File: src/sv/lcsg_pkg.sv
// ----------------------------------------------------------------------------
// Lane change safe gap checker: package
// Item types, job record passed from front to back, and register indexes.
// ----------------------------------------------------------------------------
package lcsg_pkg;

	localparam int TERM_W = 24;   // linear kinematic terms
	localparam int VEL_W  = 20;   // doubled end speeds and their difference
	localparam int NUM_W  = 48;   // safe gap numerator

	typedef enum logic [0:0] {
		REG_EGO_SPEED = 1'b0,
		REG_EGO_ACCEL = 1'b1
	} reg_idx_t;

	typedef struct packed {
		logic [1:0]         zone;
		logic [15:0]        target_id;
		logic signed [23:0] target_gap;
		logic signed [15:0] target_speed;
		logic signed [15:0] target_accel;
		logic signed [23:0] target_pos_x;
		logic               last_target;
	} target_t;

	typedef struct packed {
		logic               danger;
		logic               safe_gap_valid;
		logic signed [23:0] safe_gap;
		logic               list_done;
		logic               warn_flag;
		logic [15:0]        warn_id;
	} result_t;

	// how the back end evaluates an item
	typedef enum logic [6:0] {
		K_NONE    = 7'b0000001,
		K_Z0      = 7'b0000010,
		K_Z1_FIX  = 7'b0000100,
		K_Z1_LIN  = 7'b0001000,
		K_Z1_QUAD = 7'b0010000,
		K_Z2_LIN  = 7'b0100000,
		K_Z2_QUAD = 7'b1000000
	} kind_t;

	typedef struct packed {
		kind_t                    kind;
		logic [15:0]              target_id;
		logic signed [23:0]       gap;
		logic [23:0]              abs_pos;
		logic                     last;
		logic signed [TERM_W-1:0] base8;
		logic signed [VEL_W-1:0]  vt2;
		logic signed [VEL_W-1:0]  ve2;
		logic                     near_ok;     // gap under 30 m or short time to collision
		logic                     fix_danger;  // zone 1 receding case: gap under 50 m
	} job_t;

endpackage

File: src/sv/lcsg_front.sv
// ----------------------------------------------------------------------------
// Lane change safe gap checker: front end
// Classifies an incoming target and forms its linear terms and gating tests.
// ----------------------------------------------------------------------------
module lcsg_front import lcsg_pkg::*; #(
	parameter int FRAC_BITS = 8
) (
	input  target_t            target,
	input  logic signed [15:0] ego_speed,
	input  logic signed [15:0] ego_accel,
	output job_t               job
);

	localparam int ONE = 1 << FRAC_BITS;
	localparam logic signed [TERM_W-1:0] K12   = TERM_W'(12);
	localparam logic signed [TERM_W-1:0] K9    = TERM_W'(9);
	localparam logic signed [TERM_W-1:0] C87   = TERM_W'(87 * ONE);
	localparam logic signed [TERM_W-1:0] C24   = TERM_W'(24 * ONE);
	localparam logic signed [VEL_W-1:0]  K3    = VEL_W'(3);
	localparam logic signed [23:0]       GAP30 = 24'(30 * ONE);
	localparam logic signed [23:0]       GAP50 = 24'(50 * ONE);
	localparam logic signed [25:0]       K15S  = 26'(15);
	localparam logic [25:0]              K15U  = 26'(15);

	logic signed [TERM_W-1:0] u, b, v, a;
	logic signed [TERM_W-1:0] lin_z0, lin_z1, lin_z2;
	logic signed [VEL_W-1:0]  vt2, ve2;
	logic signed [16:0]       den;
	logic [16:0]              aden;
	logic signed [23:0]       d;
	logic signed [24:0]       d25;
	logic [24:0]              ad;
	logic                     ttc1, ttc2;
	logic signed [25:0]       d2s, den15s;

	assign u = TERM_W'(target.target_speed);
	assign b = TERM_W'(target.target_accel);
	assign v = TERM_W'(ego_speed);
	assign a = TERM_W'(ego_accel);
	assign d = target.target_gap;

	assign lin_z0 = C87 + v * K12 + a * K9 - u * K12;
	assign lin_z1 = C24 + v * K12 + a * K9 - u * K12 - b * K9;
	assign lin_z2 = C24 - v * K12 - a * K9 + u * K12 + b * K9;

	assign vt2 = (VEL_W'(target.target_speed) <<< 1) + VEL_W'(target.target_accel) * K3;
	assign ve2 = (VEL_W'(ego_speed) <<< 1) + VEL_W'(ego_accel) * K3;

	assign den  = 17'(target.target_speed) - 17'(ego_speed);
	assign aden = den[16] ? 17'(-den) : 17'(den);
	assign d25  = 25'(d);
	assign ad   = d25[24] ? 25'(-d25) : 25'(d25);

	// zone 1: |gap| < 7.5 * |closing speed|
	assign ttc1 = (den != 17'sd0) && ({1'b0, ad} << 1 < 26'(aden) * K15U);

	// zone 2: gap / closing speed < 7.5 by cross multiplication
	assign d2s    = 26'(d) <<< 1;
	assign den15s = 26'(den) * K15S;
	always_comb begin
		priority if (den > 17'sd0)
			ttc2 = d2s < den15s;
		else if (den < 17'sd0)
			ttc2 = d2s > den15s;
		else
			ttc2 = d < 24'sd0;
	end

	always_comb begin
		job.target_id  = target.target_id;
		job.gap        = d;
		job.abs_pos    = target.target_pos_x[23] ? 24'(-target.target_pos_x)
		                                         : 24'(target.target_pos_x);
		job.last       = target.last_target;
		job.vt2        = vt2;
		job.ve2        = ve2;
		job.fix_danger = d < GAP50;
		job.near_ok    = 1'b0;
		job.base8      = '0;
		job.kind       = K_NONE;
		unique case (target.zone)
			2'd0: begin
				job.kind  = K_Z0;
				job.base8 = lin_z0;
			end
			2'd1: begin
				job.base8   = lin_z1;
				job.near_ok = (d < GAP30) || ttc1;
				if (target.target_speed < 16'sd0)
					job.kind = K_Z1_FIX;
				else if (vt2 > ve2)
					job.kind = K_Z1_LIN;
				else
					job.kind = K_Z1_QUAD;
			end
			2'd2: begin
				job.base8   = lin_z2;
				job.near_ok = (d < GAP30) || ttc2;
				job.kind    = (vt2 < ve2) ? K_Z2_LIN : K_Z2_QUAD;
			end
			default: job.kind = K_NONE;
		endcase
	end

endmodule

File: config.mk
export PLATFORM = sky130hd
export DESIGN_NAME = lcsg_front
export DESIGN_NICKNAME = d
export VERILOG_FILES = /design/src/sv/lcsg_pkg.sv /design/src/sv/lcsg_front.sv
export SDC_FILE = /design/constraint.sdc
export NUM_CORES = 1
export LEC_CHECK = 0
export ABC_AREA = 1
export BUFFER_PORTS_ARGS = -buffer_cell sky130_fd_sc_hd__buf_2
export CORE_ASPECT_RATIO = 0.8
export CORE_MARGIN = 4
export CORE_UTILIZATION = 45
export DETAILED_ROUTE_END_ITERATION = 8
export GPL_ROUTABILITY_DRIVEN = 0
export PLACE_DENSITY = 0.68
export RECOVER_POWER = 50
export SLEW_MARGIN = 10
export SYNTH_ARGS = -nofsm -noshare
export SYNTH_HDL_FRONTEND = slang
export SYNTH_SLANG_ARGS = --single-unit
File: constraint.sdc
create_clock -name vclk -period 10.26
set_clock_uncertainty 0.1 [all_clocks]
set_input_delay 1.026 -clock vclk [all_inputs]
set_output_delay 1.026 -clock vclk [all_outputs]
set_load 0.02 [all_outputs]
# Word level (Yosys, flattened, before mapping)
# Cells that the tools add are included.
# classes
addsub,17
n_mul,8
n_div,0
order_cmp,11
eq_ne,2
shift,0
n_mux,11
bitwise,0
n_reduce_logical,5
# ops
cell,count
$mul A16 B3 Y19 const B,4
$pmux W24 S3,1
$sub A23 B21 Y24,2
$add A22 B21 Y23,2
$mul A16 B5 Y21 const B,2
$add A17 B19 Y20,2
$lt A26 B21 Y1,1
$gt A25 B22 Y1,1
$lt A25 B22 Y1,1
$mux W25,1
$neg A24 Y25,1
$add A23 B21 Y24,1
$add A24 B21 Y24,1
$lt A24 B1 Y1 const B,1
$lt A24 B14 Y1 const B,1
$lt A24 B15 Y1 const B,1
$mux W24,1
$neg A24 Y24,1
$sub A24 B21 Y24,1
$sub A22 B21 Y23,1
$add A14 B21 Y22 const A,1
$add A16 B21 Y22 const A,1
$mul A17 B5 Y22 const B,1
$sub A14 B21 Y22 const A,1
20 further kinds,23
# word_totals
reg_bits,0
latchBits,0
mem_bits_rw,0
mem_bits_ro,0
inputBits,131
output_inout_bits,138
wordCells,54
memories,0

# Longest topological paths before layout
# logic_depth
word_depth,8
depth_mapped,43
ltp_nobuf,43

# Worst setup path after synthesis
# Ideal clock, no wire load.
# synth_timing
path_type,input -> output
startpoint,input target[41] (netlist name)
endpoint,output job[1] (netlist name)
arrival_ns,7.258
t_required_ns,9.134
setup_slack_ns,1.876
cell_stages,39
n_path_buf,0
path_cell_list,inv_1 ha_1 fa_1 inv_1 nand2_1 nand2_1 and2_1 a31o_2 xor2_1 inv_1 ha_1 nand2_1 inv_1 nor2_1 xor2_1 inv_1 fa_1 inv_1 [... 3 more ...] nand2_1 o21ai_0 nor2_1 a21oi_1 nand3_1 nand2_1 nand2_1 nand2_1 xnor2_1 ha_1 nand4_1 a31oi_1 nor3_1 a21boi_0 nor2_1 nor2_1 nand4_1 a21oi_1
# synth_rtl
element,line,source
from (decl),lcsg_front.sv:8,"input target_t target,"
to (decl),lcsg_front.sv:11,output job_t job

==> impl_metrics.toml <==
[status]
run_status = "completed"

[route]
postRouteAntennaNets = 0
wl_per_cell_um = 16.73
drc_errors = 0
vias = 19887
routed_wl_um = 63570
dr.pass1.iters = 6
dr.first_iter.drc_count = 1904
detail_route.vias_per_cell = 5.233

[sta]
post-route-period-util_pct = 91.61
relSlewSlack_pct = 19.08
setup_viols_final = 0
clock.fmax_mhz = 106.4
final-hold-violation-count = 0
rsz0062_at_grt = "false"
minimum_clock_period_after_layout_ps = 9399
worst_slew_pin_slew_ps = 1201
report.final.slew_viol_count = 0
setup_tns_ps = 0

[die]
fp.dieH_um = 202.4
core_region_area_um2 = 46240
pin_count = 269
floorplan.initialDensity_pct = 45.98
row_count = 70
die_area_um2 = 50810
die_width_um = 251.0

[logic_synthesis]
post_synth_instance_area_um2 = 21260
synth.avg_cell_area_um2 = 7.092
synth.yosys.warnings = 0
syn-num-nets = 3794
syn-instance-count = 2998
synth_sequential_area_ratio_pct = 0
number_of_distinct_standard_cells_referenced_by_the_synthesized_netlist = 58

[finish]
final_nets = 3982
sequential_cell_area_um2 = 0
syn2layout_area_growth_pct = 7.302
n_clock_buffer = 0
final.fill_count = 4804
flops_and_latches = 0
drive_gt1_share_pct = 7.977

[worst_setup_path]
critical_path.slowest_cell = "sky130_fd_sc_hd__fa_1"
worst_setup_path_end_kind = "primary output"
worstPathBufferInverterCount = 9
critical_path.max_stage_delay_ps = 550
worstSetupStartpointType = "primary input"
cp_top_family = "adder cells"
crit_fanout = 5
required_ps = 9130
critPathArrivalTime_ps = 8270
worst-setup-path-type = "in2out"

[global_routing]
global_route_usage_over_all_layers_pct = 24.14
grt_max_degree = 24
grt_overflow = 0
grt_pass1_wl_um = 99990
number_of_global_route_vias_before_repair = 18522
grt_antenna_before_repair = 7

[clock_network]
hold_buffers = 0
post_cts_resized = 0
cts.repair_timing.setup_buffer_count = 0

[hold_path]
hold-path-cell-count = 0
hold_path.class = "in2out"
hold_path_end = "job[126]"
hp-start = "target[92]"

[flow_run]
max_cap_violations = 0

[placed_design]
io_buffers = 235
place_hpwl_um = 57180
[logic make-up after synthesis]
| logic type | synth area share [%] |
|---|---|
| AND/OR/NAND/NOR | 16.99 |
| buffers and inverters | 13.93 |
| adder cells (fa/ha/maj) | 45.77 |
| AO/OA/AOI/OAI | 14.25 |
| XOR/XNOR | 9.009 |
| multiplexers | 0.05296 |
[cells in the mapped netlist (10+ instances only)]
cell type / instances / share of area [%]
sky130_fd_sc_hd__inv_1: 676 / 12
sky130_fd_sc_hd__ha_1: 477 / 28
sky130_fd_sc_hd__nand2_1: 463 / 8.2
sky130_fd_sc_hd__a21oi_1: 258 / 6.1
sky130_fd_sc_hd__fa_1: 188 / 18
sky130_fd_sc_hd__nor2_1: 148 / 2.6
sky130_fd_sc_hd__xor2_1: 139 / 5.7
sky130_fd_sc_hd__o21ai_0: 137 / 3.2
sky130_fd_sc_hd__nand3_1: 121 / 2.8
sky130_fd_sc_hd__xnor2_1: 61 / 2.5
sky130_fd_sc_hd__buf_4: 44 / 1.6
sky130_fd_sc_hd__nor3_1: 33 / 0.78
sky130_fd_sc_hd__nand4_1: 26 / 0.76
sky130_fd_sc_hd__a31oi_1: 24 / 0.71
sky130_fd_sc_hd__or2_2: 23 / 0.68
sky130_fd_sc_hd__a21o_1: 16 / 0.56
sky130_fd_sc_hd__o211ai_1: 16 / 0.56
sky130_fd_sc_hd__o21bai_1: 15 / 0.53
sky130_fd_sc_hd__a21boi_0: 12 / 0.42
sky130_fd_sc_hd__nor4_1: 10 / 0.29
[layout by cell type, fill, tap and decap left out, types with 52 or more instances in the layout]
cell type	n
sky130_fd_sc_hd__a21oi_1	258
sky130_fd_sc_hd__buf_2	184
sky130_fd_sc_hd__clkbuf_1	52
sky130_fd_sc_hd__fa_1	188
sky130_fd_sc_hd__ha_1	477
sky130_fd_sc_hd__inv_1	676
sky130_fd_sc_hd__nand2_1	463
sky130_fd_sc_hd__nand3_1	121
sky130_fd_sc_hd__nor2_1	148
sky130_fd_sc_hd__o21ai_0	137
sky130_fd_sc_hd__xnor2_1	61
sky130_fd_sc_hd__xor2_1	139
[layer usage]
metal	vias to the layer above	wire length, µm	GRT usage (%)
met3	28	7508	7.230
met5	-	49	0
met4	8	536	1.783
met1	9057	31560	38.37
li1	10022	-	-
met2	772	23920	32.95
[worst max path at each step]
stage	from	end	slack [ps]	cells past startpoint
global route	target[41]	job[1]	180	41
CTS	target[41]	job[1]	990	41
global placement	target[41]	job[1]	1070	41
detailed placement	target[41]	job[1]	1000	41
finish	target[41]	job[1]	860	41
floorplan	target[41]	job[1]	1880	39
[final cells by class]
type / instances / area [µm²] / area share, %
diodes: 4 / 10.01 / 0.04387
inverters: 684 / 2570 / 11.26
multi-input cells: 2257 / 18300 / 80.21
well taps: 612 / 765.7 / 3.356
repair buffers: 243 / 1169 / 5.122
[per-stage QoR]
stage,setup WS [ps],util (%),std cells,hold slack [ps],instance area [µm²]
6_report,861.1,49.34,3800,1952,22820
5_1_grt,176.6,49.33,3799,1952,22810
4_1_cts,989.0,49.46,3796,1952,22870
3_5_place_dp,998.4,49.46,3796,1952,22870
3_3_place_gp,1067,49.46,3796,1952,22870
2_1_floorplan,1876,-,2998,2038,21260
Power is left out: the tool's default activity adds up to more than one toggle a clock period on the data nets, which glitch-free logic cannot reach.
