$ cat src/sv/lcsg_pkg.sv
// ----------------------------------------------------------------------------
// Lane change safe gap checker: package
// Item types, job record passed from front to back, and register indexes.
// ----------------------------------------------------------------------------
package lcsg_pkg;

	localparam int TERM_W = 24;   // linear kinematic terms
	localparam int VEL_W  = 20;   // doubled end speeds and their difference
	localparam int NUM_W  = 48;   // safe gap numerator

	typedef enum logic [0:0] {
		REG_EGO_SPEED = 1'b0,
		REG_EGO_ACCEL = 1'b1
	} reg_idx_t;

	typedef struct packed {
		logic [1:0]         zone;
		logic [15:0]        target_id;
		logic signed [23:0] target_gap;
		logic signed [15:0] target_speed;
		logic signed [15:0] target_accel;
		logic signed [23:0] target_pos_x;
		logic               last_target;
	} target_t;

	typedef struct packed {
		logic               danger;
		logic               safe_gap_valid;
		logic signed [23:0] safe_gap;
		logic               list_done;
		logic               warn_flag;
		logic [15:0]        warn_id;
	} result_t;

	// how the back end evaluates an item
	typedef enum logic [6:0] {
		K_NONE    = 7'b0000001,
		K_Z0      = 7'b0000010,
		K_Z1_FIX  = 7'b0000100,
		K_Z1_LIN  = 7'b0001000,
		K_Z1_QUAD = 7'b0010000,
		K_Z2_LIN  = 7'b0100000,
		K_Z2_QUAD = 7'b1000000
	} kind_t;

	typedef struct packed {
		kind_t                    kind;
		logic [15:0]              target_id;
		logic signed [23:0]       gap;
		logic [23:0]              abs_pos;
		logic                     last;
		logic signed [TERM_W-1:0] base8;
		logic signed [VEL_W-1:0]  vt2;
		logic signed [VEL_W-1:0]  ve2;
		logic                     near_ok;     // gap under 30 m or short time to collision
		logic                     fix_danger;  // zone 1 receding case: gap under 50 m
	} job_t;

endpackage

$ cat src/sv/lcsg_queue.sv
// ----------------------------------------------------------------------------
// Lane change safe gap checker: job queue
// Small first-in first-out buffer of classified jobs between front and back.
// ----------------------------------------------------------------------------
module lcsg_queue import lcsg_pkg::*; #(
	parameter int DEPTH = 2
) (
	input  logic clk,
	input  logic arst_n,
	input  logic wr_en,
	input  job_t wr_data,
	output logic full,
	input  logic rd_en,
	output job_t rd_data,
	output logic not_empty
);

	localparam int AW = (DEPTH > 1) ? $clog2(DEPTH) : 1;
	localparam int CW = $clog2(DEPTH + 1);
	localparam logic [AW-1:0] LAST_PTR = AW'(DEPTH - 1);
	localparam logic [CW-1:0] FULL_CNT = CW'(DEPTH);

	job_t          mem_q [DEPTH];
	logic [AW-1:0] wptr_q, rptr_q;
	logic [CW-1:0] count_q;
	logic          do_wr, do_rd;

	assign full      = count_q == FULL_CNT;
	assign not_empty = count_q != '0;
	assign do_wr     = wr_en && !full;
	assign do_rd     = rd_en && not_empty;
	assign rd_data   = mem_q[rptr_q];

	always_ff @(posedge clk) begin
		if (do_wr)
			mem_q[wptr_q] <= wr_data;
	end

	always_ff @(posedge clk or negedge arst_n) begin
		if (!arst_n) begin
			wptr_q  <= '0;
			rptr_q  <= '0;
			count_q <= '0;
		end else begin
			if (do_wr)
				wptr_q <= (wptr_q == LAST_PTR) ? '0 : wptr_q + 1'b1;
			if (do_rd)
				rptr_q <= (rptr_q == LAST_PTR) ? '0 : rptr_q + 1'b1;
			if (do_wr && !do_rd)
				count_q <= count_q + 1'b1;
			else if (do_rd && !do_wr)
				count_q <= count_q - 1'b1;
		end
	end

endmodule

$ cat config.mk
export PLATFORM = sky130hd
export DESIGN_NAME = lcsg_queue
export DESIGN_NICKNAME = d
export VERILOG_FILES = /design/src/sv/lcsg_pkg.sv /design/src/sv/lcsg_queue.sv
export SDC_FILE = /design/constraint.sdc
export NUM_CORES = 1
export LEC_CHECK = 0
export BUFFER_PORTS_ARGS = -buffer_cell sky130_fd_sc_hd__buf_4
export CAP_MARGIN = 20
export CORE_UTILIZATION = 56
export DETAILED_ROUTE_END_ITERATION = 12
export PLACE_DENSITY_LB_ADDON = 0.15
export SYNTH_ARGS = -nofsm -noshare
export SYNTH_HDL_FRONTEND = slang
export SYNTH_SLANG_ARGS = --single-unit
$ cat constraint.sdc
create_clock -name clk -period 19.3 [get_ports clk]
set_input_delay 2.895 -clock clk [delete_from_list [all_inputs] [get_ports clk]]
set_output_delay 2.895 -clock clk [all_outputs]
set_load 0.05 [all_outputs]
=== After elaboration in Yosys (flattened, before gate mapping) ===
Memories as Yosys holds them, arrays and structs flattened.
Index checks and enable logic that the tools add are counted.
W data, S select, Z words.

* Add/sub/neg operators: 4
* Equality and inequality tests: 1
* Mux-type cells: 6
* Reduce and logical (&&, ||, !) cells: 9

{| class="wikitable"
|+ Operator list
! operator !! number
|-
| $logic_and A1 B1 Y1 || 4
|-
| $mux W1 || 4
|-
| $mux W2 || 2
|-
| $reduce_bool A2 Y1 || 2
|-
| $logic_not A1 Y1 || 3
|-
| $add A1 B1 Y1 const B || 2
|-
| $add A2 B1 Y2 const B || 1
|-
| $eq A2 B2 Y1 const B || 1
|-
| $sub A2 B1 Y2 const B || 1
|}

* Flip-flop bits (word level): 4
* Bits in writable memories: 276
* Bits of input ports: 142
* Word-level logic and storage cells: 24
* Memories: 1

{| class="wikitable"
|+ Memories
! memory !! depth !! width !! rd ports !! clocked after Yosys merged registers in !! wr ports !! RTL line !! source
|-
| mem_q || 2 || 138 || 1 || 0 || 1 || lcsg_queue.sv:23 || <nowiki>job_t mem_q [DEPTH];</nowiki>
|}

=== Longest topological paths before layout ===
* Depth in word-level cells: 7
* Gate-level depth with buffers: 7

=== Least setup slack after synthesis ===
Ideal clock, no wire load.

* Path kind: input to register
* Start: input wr_en
* End: memory mem_q[0][0] in the netlist's numbering (enable)
* Library setup time: 637 ps
* Data arrival time: 8715 ps
* Setup slack: 9948 ps
* Stages on the path: 2
* Buffers on the path: 0
* Cells stage by stage: nand2_1 > nor2_1

* Word-level cells in the longest chain between the ends: 3

{| class="wikitable"
|+ RTL lines
! item !! RTL line !! source
|-
| from (decl) || lcsg_queue.sv:10 || <nowiki>input logic wr_en,</nowiki>
|-
| $logic_and A1 B1 Y1 || lcsg_queue.sv:30 || <nowiki>assign do_wr = wr_en && !full;</nowiki>
|-
| $mux W1 || lcsg_queue.sv:35 || <nowiki>if (do_wr)</nowiki>
|-
| $mux W1 (implied by the code) || lcsg_queue.sv:36 || <nowiki>mem_q[wptr_q] <= wr_data;</nowiki>
|-
| to (decl) || lcsg_queue.sv:23 ||
|}

Every way passes these cells.

==> results <==
- The final non-filler cell total is 990.
- Setup repair after global routing left no endpoint under its margin.
- The pin count of the biggest net entering global routing is 85.
- The number of gates given a new drive strength after cts is 0.
- The wire length of the first global-routing pass is 27.8 mm.
- The worst hold-check path type is flop to flop.
- The total I/O pin count is 282.
- The last weighted congestion value of the routability-driven placer is 0.715.
- Counting the fill cells in the layout gives 1047.
- The beginning of the worst register-to-register path is count_q[0]$_DFFE_PN0P_.
- The number of antenna diodes is 0.
- sky130_fd_sc_hd__edfxtp_1 is the most common cell in the netlist.
- In this run the horizontal extent of the chip is 137 um.
- Yosys attributes the largest share of cell area to sky130_fd_sc_hd__edfxtp_1, sky130_fd_sc_hd__mux2_2, sky130_fd_sc_hd__buf_6.
- In this run, the number of DRC markers left after iteration 0 of detailed routing was 287.
- Across all layers, the routed design uses 5149 vias.
- The run finished with clean final reports.
- Summed over all layers, the routed wires come to 19.2 mm.
- The worst vdd rail ir drop is 0.125 mV.
- The transition time of the tightest slew-check pin is 1.12 ns.
- The post-route fraction of the period consumed by the critical path is 0.311.
- In the synthesized netlist the dominant register cell turns out to be sky130_fd_sc_hd__edfxtp_1.
- The number of buffers between clock root and the deepest sink is 3.
- The worst path needs 6.00 ns of the cycle, external delays included.
- The number of buffers inserted by hold repair at cts is 0.
- The number of antenna violations at the first check in global routing came to 0.
- The tree is rooted in a sky130_fd_sc_hd__clkbuf_16.
- At the worst endpoint, the arrival time is 3.10 ns.
- The clock network latency to the later pin of the worst-skew pair is 0.51 ns.
- Setup violations remaining at the end of the flow were counted as 0.
- In this run the most critical hold path is launched from count_q[1]$_DFFE_PN0P_.
- Of the synthesized area, sequential elements account for 0.823.
- The overall routing resource usage is 0.200.
- The required time at the endpoint of the critical path is 16.41 ns.
- The TritonCTS clock tree is done.
- The proportion of register bits with asynchronous set or reset after synthesis is 0.0143.
- The critical setup path kind is flop to primary output.
- The floorplan core area is 17500 um^2.
- The startpoint of the worst setup timing path is rptr_q$_DFFE_PN0P_.
- The initial cell density of the core is 0.581.
- The count of distinct cell types in the synthesized netlist is 15.
- The overall power after layout is 0.00237 W.
- Synthesis produced 448 cells.
- The final setup slack of the worst path is 13.30 ns.
- The analysis attributes to cell leakage a power of 4.95 nW.
- The count of buffers added on input and output ports is 281.
- The wire length per cell after detailed routing is 19.3 um.
- The number of nets at the end of the flow is 890.
- After global routing the overflow that remains totals 0.
- In this run the tightest slew margin relative to its limit is 0.251.
- In the final layout, the share of cells above drive strength 1 is 0.601.
- Summing all placed instances gives a cell area of 12500 um^2.
- For this run, the top clock speed supported by timing is 0.167 GHz.
- Clock tree synthesis found a total of 280 sinks.
- The worst setup path is launched from a flop.
- Once layout is done, the placed cells without fillers occupy 13200 um^2.
- Of all cell types, the one taking the most synthesized area is sky130_fd_sc_hd__edfxtp_1.
- After synthesis the cells add up to 10200 um^2.
- The hold violation total from the final report was 0.
- The number of core rows is 48.
- Using the TritonRoute via totals, the vias-per-cell ratio works out to 5.20.
- Of all nets on the critical path, the largest fanout is 84.
- The post-route setup TNS is 0 ns.
- In this run the number of H-tree levels came out at 1.
- Compared with the post-synthesis result, the final layout area differs by 29.9%.
- Dividing total power by cell area gives a power density of 179 nW/um^2.
- Clock skew on the completed layout was measured at 0.00683 ns.
- The share of synthesized area in the top cell type comes to 0.813.
- In the routed design, unresolved DRC markers number 0.
- Counting the buffers created by CTS gives 27.
- The number of pins with negative max-slew slack in the final report is 0.
- STA classifies the critical path endpoint as a primary output.
- In the synthesized netlist, the cells that appear most often are sky130_fd_sc_hd__edfxtp_1, sky130_fd_sc_hd__mux2_2, sky130_fd_sc_hd__buf_6, sky130_fd_sc_hd__dfrtp_1, sky130_fd_sc_hd__xnor2_1.
- The placed wire-length estimate after detailed placement is 12.6 mm.
- In this run, synthesis inferred 276 flip-flops with an integrated enable.
- The Yosys step of the flow raised 0 warnings.
- In this run the remaining antenna-violating nets after routing total 0.
- The via count of the first global-routing pass is 5353.
- After synthesis the netlist holds a flip-flop and latch count of 280.
- The number of setup buffers added after CTS is 0.
- Prior to clock tree synthesis, the placed netlist has a worst setup slack of 13.84 ns.
- The max-capacitance violation count is 0.
- The die is 137 um tall.
- The clock slew seen by the registers of the worst setup and hold paths is 0.06 ns.
- The count of TritonRoute iterations in the first routing pass is 5.
- The die outline area is 18700 um^2.
- Averaged over all synthesized cells, the footprint is 22.7 um^2.
- The number of nets in the synthesized netlist is 591.
- The number of placed instances with taps included is 943.
metrics by stage:
step / utilization / hold slack [ns]
finish: 0.755 / 0.511
global route: 0.755 / 0.514
CTS: 0.755 / 0.499
detailed placement: 0.711 / 0.488
global placement: 0.711 / 0.474
floorplan: - / 0.456
sequential cells by signal, indices dropped and copies added (netlist names):
signal	cells
count_q	2
mem_q	276
rptr_q	1
wptr_q	1
report_power, final:
group / leakage (nW) / switching (W) / internal, W
Combinational: 1.97 / 0.000696 / 0.000331
Clock: 0.373 / 0.000201 / 0.000253
Sequential: 2.61 / 0.0000525 / 0.000834
final timing paths:
path	end	slack, ns	cells after the start
min in group asynchronous	rptr_q$_DFFE_PN0P_	2.16	1
max	rd_data[116]	13.30	3
max reg2reg	mem_q[0][50]$_DFFE_PP_	16.43	5
min	count_q[1]$_DFFE_PN0P_	0.51	1
max in group asynchronous	rptr_q$_DFFE_PN0P_	17.02	1
min reg2reg	count_q[1]$_DFFE_PN0P_	0.51	1
layout by cell type (no fill, tap or decap):
master,n
sky130_fd_sc_hd__buf_4,285
sky130_fd_sc_hd__edfxtp_1,276
sky130_fd_sc_hd__mux2_2,138
sky130_fd_sc_hd__clkbuf_16,27
sky130_fd_sc_hd__clkinv_1,10
sky130_fd_sc_hd__clkinv_2,5
sky130_fd_sc_hd__clkbuf_1,4
sky130_fd_sc_hd__xnor2_1,3
sky130_fd_sc_hd__dfrtp_1,3
sky130_fd_sc_hd__inv_1,2
sky130_fd_sc_hd__nand2_1,2
sky130_fd_sc_hd__xor2_1,2
sky130_fd_sc_hd__nand2b_1,1
sky130_fd_sc_hd__or2_2,1
sky130_fd_sc_hd__and3_4,1
sky130_fd_sc_hd__nor2_4,1
sky130_fd_sc_hd__nor2_1,1
sky130_fd_sc_hd__ha_1,1
sky130_fd_sc_hd__clkinvlp_4,1
sky130_fd_sc_hd__dfrtp_4,1
routing by layer:
layer,up-vias,GRT usage,part of all wire
met4,0,0.0781,0.030
li1,2371,-,-
met3,38,0.0556,0.093
met1,2533,0.227,0.35
met5,-,0,0
met2,207,0.356,0.52
area by class of cell:
| type | count | area [um^2] | share of cell area |
|---|---|---|---|
| repair buffers | 285 | 2140 | 0.162 |
| well taps | 225 | 282 | 0.0213 |
| inverters | 2 | 7.51 | 0.000567 |
| clock buffers | 31 | 691 | 0.0522 |
| flip-flops and latches | 280 | 8390 | 0.634 |
| clock inverters | 16 | 70.1 | 0.00529 |
| multi-input cells | 151 | 1660 | 0.125 |
critical path, cell delays in order (launching register included):
cell and delay [ns]:
sky130_fd_sc_hd__dfrtp_4 0.91, sky130_fd_sc_hd__buf_4 0.93, sky130_fd_sc_hd__mux2_2 0.45, sky130_fd_sc_hd__buf_4 0.20
cells by family after synthesis:
| kind of cell | synth area share |
|---|---|
| buffers and inverters | 0.0154 |
| multiplexers | 0.153 |
| flip-flops | 0.823 |
| AND/OR/NAND/NOR | 0.00332 |
| adder cells (fa/ha/maj) | 0.00123 |
| XOR/XNOR | 0.00430 |
No activity file was read; power rests on OpenSTA's default activity.
