===== src/sv/lcsg_pkg.sv =====
// ----------------------------------------------------------------------------
// Lane change safe gap checker: package
// Item types, job record passed from front to back, and register indexes.
// ----------------------------------------------------------------------------
package lcsg_pkg;

	localparam int TERM_W = 24;   // linear kinematic terms
	localparam int VEL_W  = 20;   // doubled end speeds and their difference
	localparam int NUM_W  = 48;   // safe gap numerator

	typedef enum logic [0:0] {
		REG_EGO_SPEED = 1'b0,
		REG_EGO_ACCEL = 1'b1
	} reg_idx_t;

	typedef struct packed {
		logic [1:0]         zone;
		logic [15:0]        target_id;
		logic signed [23:0] target_gap;
		logic signed [15:0] target_speed;
		logic signed [15:0] target_accel;
		logic signed [23:0] target_pos_x;
		logic               last_target;
	} target_t;

	typedef struct packed {
		logic               danger;
		logic               safe_gap_valid;
		logic signed [23:0] safe_gap;
		logic               list_done;
		logic               warn_flag;
		logic [15:0]        warn_id;
	} result_t;

	// how the back end evaluates an item
	typedef enum logic [6:0] {
		K_NONE    = 7'b0000001,
		K_Z0      = 7'b0000010,
		K_Z1_FIX  = 7'b0000100,
		K_Z1_LIN  = 7'b0001000,
		K_Z1_QUAD = 7'b0010000,
		K_Z2_LIN  = 7'b0100000,
		K_Z2_QUAD = 7'b1000000
	} kind_t;

	typedef struct packed {
		kind_t                    kind;
		logic [15:0]              target_id;
		logic signed [23:0]       gap;
		logic [23:0]              abs_pos;
		logic                     last;
		logic signed [TERM_W-1:0] base8;
		logic signed [VEL_W-1:0]  vt2;
		logic signed [VEL_W-1:0]  ve2;
		logic                     near_ok;     // gap under 30 m or short time to collision
		logic                     fix_danger;  // zone 1 receding case: gap under 50 m
	} job_t;

endpackage


===== src/sv/lcsg_back.sv =====
// ----------------------------------------------------------------------------
// Lane change safe gap checker: back end
// Sequencer with a shared squarer, gap compare, rounding divider, list
// tracking and the result register.
// ----------------------------------------------------------------------------
module lcsg_back import lcsg_pkg::*; #(
	parameter int FRAC_BITS = 8
) (
	input  logic    clk,
	input  logic    arst_n,
	input  job_t    job,
	input  logic    job_valid,
	output logic    job_pop,
	output result_t result,
	output logic    empty,
	input  logic    pop
);

	localparam int ONE       = 1 << FRAC_BITS;
	localparam int PW        = 2 * VEL_W;
	localparam logic signed [NUM_W-1:0] C5    = NUM_W'(5);
	localparam logic signed [NUM_W-1:0] C10   = NUM_W'(10);
	localparam logic signed [NUM_W-1:0] C35   = NUM_W'(35);
	localparam logic signed [NUM_W-1:0] C72   = NUM_W'(72);
	localparam logic signed [NUM_W-1:0] C80   = NUM_W'(80);
	localparam logic signed [NUM_W-1:0] C252  = NUM_W'(252);
	localparam logic signed [NUM_W-1:0] C280  = NUM_W'(280);
	localparam logic signed [NUM_W-1:0] H40   = NUM_W'(40 * ONE);
	localparam logic signed [NUM_W-1:0] H140  = NUM_W'(140 * ONE);
	localparam logic signed [NUM_W-1:0] MAX24 = NUM_W'(8388607);
	localparam logic signed [NUM_W-1:0] MIN24 = -NUM_W'(8388608);
	localparam logic signed [23:0]      GAP100 = 24'(100 * ONE);
	// floor(n / 35) and floor(n / 5) by reciprocal multiply, exact for n below 2^30
	localparam logic [30:0]             RCP35 = 31'd1963413622;   // ceil(2^36 / 35)
	localparam logic [30:0]             RCP5  = 31'd214748365;    // ceil(2^30 / 5)

	typedef enum logic [6:0] {
		S_IDLE = 7'b0000001,
		S_SQ1  = 7'b0000010,
		S_SQ2  = 7'b0000100,
		S_NUM  = 7'b0001000,
		S_CMP  = 7'b0010000,
		S_DIV  = 7'b0100000,
		S_OUT  = 7'b1000000
	} state_t;

	state_t                   state_q;
	job_t                     job_q;
	logic signed [PW-1:0]     p1_q, p2_q;
	logic signed [NUM_W-1:0]  num_q;
	logic                     danger_q, valid_q, neg_q;
	logic signed [23:0]       gap_q;
	logic [29:0]              divn_q;
	logic                     div_z1_q;
	logic                     out_valid_q;
	result_t                  out_q;
	logic                     seen_q;
	logic [23:0]              best_pos_q;
	logic [15:0]              best_id_q, held_q;

	// shared squarer
	logic signed [VEL_W-1:0]  w, mul_op;
	logic signed [PW-1:0]     mul_x, mul_p;
	// numerator and compare
	logic signed [NUM_W-1:0]  b48, ve48, w48, num_n, d48, lhs, r8, xr, yr;
	logic [NUM_W-1:0]         m, lim;
	logic                     quad, z1q, cmp, danger_n, valid_n, need_div, neg_n;
	logic [8:0]               k_n;
	logic signed [23:0]       gap_n;
	// divider
	logic [30:0]              rcp;
	logic [60:0]              prod;
	logic [23:0]              dq;
	logic signed [23:0]       div_gap;
	// list tracking
	logic                     upd, seen_n, slot_free;
	logic [23:0]              best_pos_n;
	logic [15:0]              best_id_n, held_n;

	assign job_pop   = (state_q == S_IDLE) && job_valid;
	assign empty     = !out_valid_q;
	assign result    = out_q;
	assign slot_free = !out_valid_q || pop;

	assign w      = job_q.vt2 - job_q.ve2;
	assign mul_op = (state_q == S_SQ1) ? ((job_q.kind == K_Z1_QUAD) ? job_q.ve2 : w)
	                                   : job_q.vt2;
	assign mul_x  = PW'(mul_op);
	assign mul_p  = mul_x * mul_x;

	assign b48  = NUM_W'(job_q.base8);
	assign ve48 = NUM_W'(job_q.ve2);
	assign w48  = NUM_W'(w);
	assign d48  = NUM_W'(job_q.gap);

	always_comb begin
		unique case (job_q.kind)
			K_Z0, K_Z1_LIN, K_Z2_LIN: num_n = b48;
			K_Z1_QUAD: num_n = ((b48 * C35) <<< FRAC_BITS) + ((ve48 * C252) <<< FRAC_BITS)
			                   + (NUM_W'(p1_q) - NUM_W'(p2_q)) * C5;
			K_Z2_QUAD: num_n = ((b48 * C10) <<< FRAC_BITS) + NUM_W'(p1_q) * C5
			                   + ((w48 * C72) <<< FRAC_BITS);
			default:   num_n = '0;
		endcase
	end

	// compare gap * denominator against the exact numerator
	assign z1q  = job_q.kind == K_Z1_QUAD;
	assign quad = z1q || (job_q.kind == K_Z2_QUAD);
	always_comb begin
		unique case (job_q.kind)
			K_Z1_QUAD: lhs = (d48 * C280) <<< FRAC_BITS;
			K_Z2_QUAD: lhs = (d48 * C80) <<< FRAC_BITS;
			default:   lhs = d48 <<< 3;
		endcase
	end
	assign cmp = lhs < num_q;

	always_comb begin
		unique case (job_q.kind)
			K_Z0:                                     danger_n = cmp;
			K_Z1_FIX:                                 danger_n = job_q.fix_danger;
			K_Z1_LIN, K_Z1_QUAD, K_Z2_LIN, K_Z2_QUAD: danger_n = cmp && job_q.near_ok;
			default:                                  danger_n = 1'b0;
		endcase
	end
	assign valid_n = danger_n || (job_q.kind == K_Z1_FIX);

	// rounding, ties up: floor((num + dn/2) / dn); dn = K * 2^FRAC_BITS on quad paths
	assign r8  = (num_q + NUM_W'(4)) >>> 3;
	assign k_n = z1q ? 9'd280 : 9'd80;
	assign xr  = num_q + (z1q ? H140 : H40);
	assign yr  = xr >>> FRAC_BITS;
	assign neg_n = yr < 0;
	assign m   = neg_n ? NUM_W'(-yr + NUM_W'(k_n) - NUM_W'(1)) : NUM_W'(yr);
	assign lim = NUM_W'(k_n) << 24;
	assign need_div = valid_n && quad && (m < lim);

	always_comb begin
		priority if (!valid_n)
			gap_n = '0;
		else if (job_q.kind == K_Z1_FIX)
			gap_n = GAP100;
		else if (quad)
			gap_n = neg_n ? 24'(MIN24) : 24'(MAX24);   // overflow; replaced when dividing
		else if (r8 > MAX24)
			gap_n = 24'(MAX24);
		else if (r8 < MIN24)
			gap_n = 24'(MIN24);
		else
			gap_n = 24'(r8);
	end

	// m / 280 = (m / 8) / 35, m / 80 = (m / 16) / 5
	assign rcp  = div_z1_q ? RCP35 : RCP5;
	assign prod = divn_q * rcp;
	assign dq   = div_z1_q ? prod[59:36] : prod[53:30];

	always_comb begin
		if (neg_q)
			div_gap = (dq > 24'h800000) ? 24'(MIN24) : 24'(-dq);
		else
			div_gap = dq[23] ? 24'(MAX24) : 24'(dq);
	end

	// nearest dangerous target of the list; earlier wins ties
	always_comb begin
		upd        = danger_q && (!seen_q || job_q.abs_pos < best_pos_q);
		best_pos_n = upd ? job_q.abs_pos : best_pos_q;
		best_id_n  = upd ? job_q.target_id : best_id_q;
		seen_n     = seen_q || danger_q;
		held_n     = (job_q.last && seen_n) ? best_id_n : held_q;
	end

	always_ff @(posedge clk or negedge arst_n) begin
		if (!arst_n) begin
			state_q     <= S_IDLE;
			out_valid_q <= 1'b0;
			seen_q      <= 1'b0;
			best_pos_q  <= '0;
			best_id_q   <= '0;
			held_q      <= '0;
		end else begin
			priority if ((state_q == S_OUT) && slot_free)
				out_valid_q <= 1'b1;
			else if (pop && out_valid_q)
				out_valid_q <= 1'b0;
			unique case (state_q)
				S_IDLE: if (job_valid) state_q <= S_SQ1;
				S_SQ1:  state_q <= S_SQ2;
				S_SQ2:  state_q <= S_NUM;
				S_NUM:  state_q <= S_CMP;
				S_CMP:  state_q <= need_div ? S_DIV : S_OUT;
				S_DIV:  state_q <= S_OUT;
				S_OUT: begin
					if (slot_free) begin
						held_q <= held_n;
						if (job_q.last) begin
							seen_q     <= 1'b0;
							best_pos_q <= '0;
							best_id_q  <= '0;
						end else begin
							seen_q     <= seen_n;
							best_pos_q <= best_pos_n;
							best_id_q  <= best_id_n;
						end
						state_q <= S_IDLE;
					end
				end
				default: state_q <= S_IDLE;
			endcase
		end
	end

	always_ff @(posedge clk) begin
		if (job_pop)
			job_q <= job;
		if (state_q == S_SQ1)
			p1_q <= mul_p;
		if (state_q == S_SQ2)
			p2_q <= mul_p;
		if (state_q == S_NUM)
			num_q <= num_n;
		if (state_q == S_CMP) begin
			danger_q <= danger_n;
			valid_q  <= valid_n;
			gap_q    <= gap_n;
			neg_q    <= neg_n;
			div_z1_q <= z1q;
			divn_q   <= z1q ? m[32:3] : m[33:4];
		end
		if (state_q == S_DIV)
			gap_q <= div_gap;
		if ((state_q == S_OUT) && slot_free) begin
			out_q.danger         <= danger_q;
			out_q.safe_gap_valid <= valid_q;
			out_q.safe_gap       <= gap_q;
			out_q.list_done      <= job_q.last;
			out_q.warn_flag      <= job_q.last && seen_n;
			out_q.warn_id        <= held_n;
		end
	end

endmodule


===== config.mk =====
export PLATFORM = sky130hd
export DESIGN_NAME = lcsg_back
export DESIGN_NICKNAME = d
export VERILOG_FILES = /design/src/sv/lcsg_pkg.sv /design/src/sv/lcsg_back.sv
export SDC_FILE = /design/constraint.sdc
export NUM_CORES = 2
export LEC_CHECK = 0
export BUFFER_PORTS_ARGS = -buffer_cell sky130_fd_sc_hd__buf_2
export CAP_MARGIN = 20
export CORE_AREA = 3 3 476 478
export CTS_BUF_LIST = sky130_fd_sc_hd__clkbuf_4 sky130_fd_sc_hd__clkbuf_8
export CTS_CLUSTER_SIZE = 10
export DETAILED_ROUTE_END_ITERATION = 12
export DIE_AREA = 0 0 479 481
export GPL_ROUTABILITY_DRIVEN = 1
export PLACE_DENSITY = 0.47
export SYNTH_ARGS = -nofsm -noshare
export SYNTH_HDL_FRONTEND = slang
export SYNTH_SLANG_ARGS = --single-unit
export TNS_END_PERCENT = 50

===== constraint.sdc =====
create_clock -name clk -period 16.7 [get_ports clk]
set_input_delay 2.505 -clock clk [delete_from_list [all_inputs] [get_ports clk]]
set_output_delay 2.505 -clock clk [all_outputs]
set_load 0.005 [all_outputs]

[Word-level counts from Yosys, hierarchy flattened]
Index checks and enable logic that the tools add are counted.
Storage, ports and cells
  register bits after elaboration: 433
  logic and storage cells: 132
  bits of input ports: 142
  memory bits (read-only): 0
  memories: 0
  RAM bits: 0
  bits in latches: 0
  output and inout port bits: 46
Operators by class
  shifts and indexed selects: 0
  multipliers: 10
  add/sub/neg operators: 12
  mux-type cells: 34
  eq/ne operators: 15
  reduce and logical (&&, ||, !) cells: 23
  magnitude comparators: 7
  divide/modulo/power cells: 0
  bitwise logic cells: 0
Operators by type and width (count)
  24-bit 2-to-1 mux: 13
  48-bit case mux with 3 select lines: 1
  48-bit case mux with 2 select lines: 1
  16-bit 2-to-1 mux: 4
  24-bit by 7-bit multiplier with 31-bit output (second input constant): 2
  30-bit by 31-bit multiplier with 60-bit output: 1
  24-bit by 4-bit multiplier with 28-bit output (second input constant): 2
  7-bit case mux with 7 select lines: 1
  48-bit by 17-bit adder with 48-bit output: 1
  48-bit by 4-bit adder with 48-bit output (second input constant): 1
  48-bit by 9-bit adder with 48-bit output: 1
  48-bit by 33-bit < comparator with 1-bit output: 1
  48-bit < comparator: 1
  48-bit 2-to-1 mux: 1
  48-bit negation: 1
  48-bit by 1-bit subtractor with 48-bit output (second input constant): 1
  40-bit by 45-bit adder with 46-bit output: 1
  45-bit by 36-bit adder with 46-bit output: 1
  37-bit by 44-bit adder with 45-bit output: 1
  45-bit by 24-bit greater-than comparator with 1-bit output (second input constant): 1
  45-bit by 24-bit < comparator with 1-bit output (second input constant): 1
  41-bit by 4-bit multiplier with 45-bit output (second input constant): 1
  40-bit by 4-bit multiplier with 44-bit output (second input constant): 1
  40-bit by 40-bit subtractor with 41-bit output: 1
  33 further kinds: 60

[Longest topological paths before layout]
  depth after elaboration: 11
  mapped depth: 45
  gate-level depth less buffers: 44

[Worst setup path after synthesis]
OpenSTA, ideal clock, no wires.
  path type: in2out
  start: in job_valid
  end: out job_pop
  buffers on the path: 0
  slack: 2.229 ns
  data required time: 14.195 ns
  arrival: 11.966 ns
  stages on the path: 2
  cell sequence: nand2_1 nor3_1
On the way
  cells in the longest elaborated chain, start to end: 1
RTL lines
  start: declaration: RTL line lcsg_back.sv:12  | input logic job_valid,
  1-bit logical AND: RTL line lcsg_back.sv:80  | assign job_pop = (state_q == S_IDLE) && job_valid;
  end: declaration: RTL line lcsg_back.sv:13  | output logic job_pop,
No other way between the ends.

[Final worst setup path]
  start: reg job_q[5] (netlist bit)
  end: reg p1_q[38] (data pin)
On the way
  cells in the longest elaborated chain, start to end: 4
RTL lines
  start: declaration: RTL line lcsg_back.sv:48  | job_t job_q;
  start signal: assignment: RTL line lcsg_back.sv:217  | job_q <= job;
  20-bit subtractor: RTL line lcsg_back.sv:85  | assign w = job_q.vt2 - job_q.ve2;
  20-bit 2-to-1 mux * (2 in series): RTL line lcsg_back.sv:86  | assign mul_op = (state_q == S_SQ1) ? ((job_q.kind == K_Z1_QUAD) ? job_q.ve2 : w)
  20-bit by 20-bit multiplier with 40-bit output *: RTL line lcsg_back.sv:89  | assign mul_p = mul_x * mul_x;
  named net mul_p[38]: RTL line lcsg_back.sv:63  | logic signed [PW-1:0] mul_x, mul_p;
  end signal: assignment: RTL line lcsg_back.sv:219  | p1_q <= mul_p;
  end: declaration: RTL line lcsg_back.sv:49  | logic signed [PW-1:0] p1_q, p2_q;
Mark *: on every way through the listed nets, which the timed path passes. The rest lies on a longest branch.
A chain may end at the register's enable or synchronous reset.

==> impl_metrics.json <==
{
  "outcome": "complete, no violations",
  "dp_cells": 11410,
  "cts_tree": "done",
  "crit_start": "job_q[5]",
  "yosys.area.top_type": "fa_1",
  "postCtsHoldBufs": 0,
  "syn-cell-area_um2": 77790,
  "post_dp_cell_area_um2": 82260,
  "die_w_um": 479,
  "max_stage_delay_ps": 760,
  "worstMarginPinSlew_ps": 1167,
  "final.min_clock_period_ps": 12140,
  "antenna_found_initial": 9,
  "yosys.cell_types.count": 118,
  "area_delta_synth_final_pct": 8.212,
  "synth_fa_ha_area_frac": 0.4554,
  "setup_viol": 0,
  "grt_first_pass_wirelength_mm": 372.3,
  "avgSynthCellArea_um2": 9.316,
  "min-delay-start": "gap_q[3]",
  "ios": 188,
  "clk_pin_slew_worst_paths_ps": 60,
  "dp_worst_setup_slack_ps": 4555,
  "skew_ps": 65.52,
  "grt_overflow": 0,
  "yosysTopAreaCellShare": 0.2820,
  "cp_data_required_time_ps": 17240,
  "wl_per_cell_um": 20.81,
  "timing.fmax_mhz": 82.35,
  "nets": 10850,
  "core_region_area_um2": 222300,
  "path_max_fanout": 23,
  "yosysWarnings": 0,
  "synthFlopType": "edfxtp_1",
  "drc": 0,
  "synthXorXnorAreaFrac": 0.04899,
  "post_cts_buffers": 0,
  "cp-start-kind": "flip-flop",
  "worst_slack_ps": 4556,
  "antenna_left": 0,
  "clkSinkCount": 429,
  "async_flop_share": 0.1515,
  "fin_area_um2": 84180,
  "synth-seq-cells": 429,
  "synth_mux_area_frac": 0.007849,
  "synth_edf_count": 364,
  "clock_path_buffers": 3,
  "cap_violations": 0,
  "tns_ps": 0,
  "io_buffer_count": 187,
  "die_area_um2": 230400,
  "cts-resized-gates": 0,
  "synth_compound_area_frac": 0.1198,
  "critPathCaptureType": "flip-flop",
  "max_slew_margin": 0.2170,
  "cts_root_buf": "clkbuf_8",
  "drtIter0Drc": 3519,
  "min_period_over_period": 0.7272,
  "crit_top_cell": "inv_1",
  "grt_usage": 0.2109,
  "critical_path_class": "flip-flop to flip-flop",
  "numCtsBuffers": 84,
  "netlist_top_cells_area": "fa_1 (28%), ha_1 (17%), edfxtp_1 (14%), inv_1 (9.8%), xnor2_1 (3.5%)",
  "wl_mm": 240.9,
  "grt_pass1_vias": 61010,
  "timing.final.max_slew_violations": 0,
  "rsz0062_at_grt": "no",
  "start_util": 0.3499,
  "layout.cells.non_filler": 11570,
  "syn_inst": 8350,
  "worstPathArrival_ps": 12690,
  "drt_first_pass_iters": 8,
  "die_y_um": 481,
  "gp_congestion": 0.9325,
  "fp-row-count": 173,
  "hold_path.class": "flip-flop to flip-flop",
  "dp_hpwl_mm": 208.6,
  "r2r-start": "job_q[5]",
  "synth_simple_gate_area_frac": 0.09895,
  "num_vias": 57590,
  "avgViaCountPerCell": 4.976,
  "synth_top_family_by_area": "adder cells",
  "slowest_stage": "fa_1",
  "final_hold_viol_count": 0,
  "ctsHtreeMaxLevel": 3,
  "clkLatencyLatePin_ps": 840,
  "ys_seq_area_frac": 0.1614,
  "drive_above_1_share": 0.05852,
  "grt_start_max_net_pins": 66
}
-- cells by family (layout without fill, tap and decap cells) --
kind of cell / count (synthesis) / count (layout)
DFF: 429 / 429
buffers and inverters: 2206 / 2432
adders and majority gates: 2174 / 2174
and+or+nand+nor: 1614 / 1614
other: 2 / 25
muxes: 60 / 60
AOI/OAI and AO/OA: 1432 / 1432
xor gates and xnor gates: 433 / 433
-- per-layer routing --
layer	up-vias	wire, um	GRT usage
met1	28660	109800	0.2854
met3	231	8590	0.02015
li1	27540	-	-
met5	-	0	0
met2	1157	117200	0.3653
met4	0	5309	0.04534
-- worst paths after layout --
check | endpoint | depth (start not counted) | slack, ps
worst max-delay path | p1_q[38] | 39 | 4560
worst min-delay path | result[21] | 0 | 390
worst max register to register | p1_q[38] | 39 | 4560
worst min register to register | result[21] | 0 | 390
max in group asynchronous | held_q[11] | 1 | 14280
min in group asynchronous | best_pos_q[7] | 1 | 1800
-- final cells by class --
class / count / area (um^2)
multi-input cells: 5735 / 57010
fillers: 22690 / 138100
inverters: 2038 / 7651
diodes: 3 / 7.507
clock inverters: 42 / 488.0
repair buffers: 241 / 1371
clock buffers: 111 / 1371
well taps: 2975 / 3722
flip-flops and latches: 429 / 12560
-- state kept, by name (all words and copies together), names as in the netlist, 7 cells and up --
register    cells
gap_q          24
job_q          90
best_pos_q     24
d48            24
state_q         7
result         44
p1_q           39
b48            24
divn_q         30
best_id_q      16
num_q          46
p2_q           39
held_q         16
-- worst max-delay path: cells and delay by family (launching register included) --
family	cells	cell delay (ps)
AND/OR/NAND/NOR	4	750
buffers and inverters	9	1670
AO/OA/AOI/OAI	15	3810
flip-flops	1	500
adder cells (fa/ha/maj)	9	4810
XOR/XNOR	2	380
-- cell usage after synthesis, types with 59 or more instances --
master	n
a21o_1	162
a21oi_1	394
clkbuf_1	136
dfrtp_1	64
edfxtp_1	364
fa_1	1096
ha_1	1078
inv_1	2024
nand2_1	530
nand2b_1	60
nand3_1	118
nor2_1	413
nor3_1	127
o21a_1	59
o21ai_0	310
xnor2_1	307
xor2_1	125
-- cell usage in the layout (no fill, tap or decap), types with 20 or more instances in the layout --
master and count:
or3_1 32, mux2i_1 52, xor2_1 125, clkbuf_8 86, edfxtp_1 364, a31oi_1 46, clkbuf_4 25, conb_1 22
ha_1 1078, fa_1 1096, o31ai_1 36, buf_4 52, a22oi_1 21, and3_1 39, buf_2 186, o211ai_1 38
nor2_1 413, a22o_1 25, nand2b_1 60, clkinv_1 20, nor3_1 124, nand2_1 529, a21oi_1 393, nor2b_1 53
inv_1 2023, a21o_1 162, nand4b_1 21, xnor2_1 307, dfrtp_1 64, o221ai_1 29, o311ai_0 24, nand4_1 52
or2_2 30, o21a_1 59, o21ai_0 308, a211oi_1 49, nand3_1 117, and2_1 46, o21bai_1 35
-- through the flow --
| stage | hold slack (ps) | utilization |
|---|---|---|
| after floorplan | 400.3 | - |
| after global placement | 405.1 | 0.3700 |
| after detailed placement | 404.5 | 0.3700 |
| after CTS | 362.7 | 0.3784 |
| after global routing | 390.7 | 0.3787 |
| final | 394.4 | 0.3787 |
Power is not shown: default switching activity piles up to over one toggle a cycle in this logic, so the estimate is an artifact.
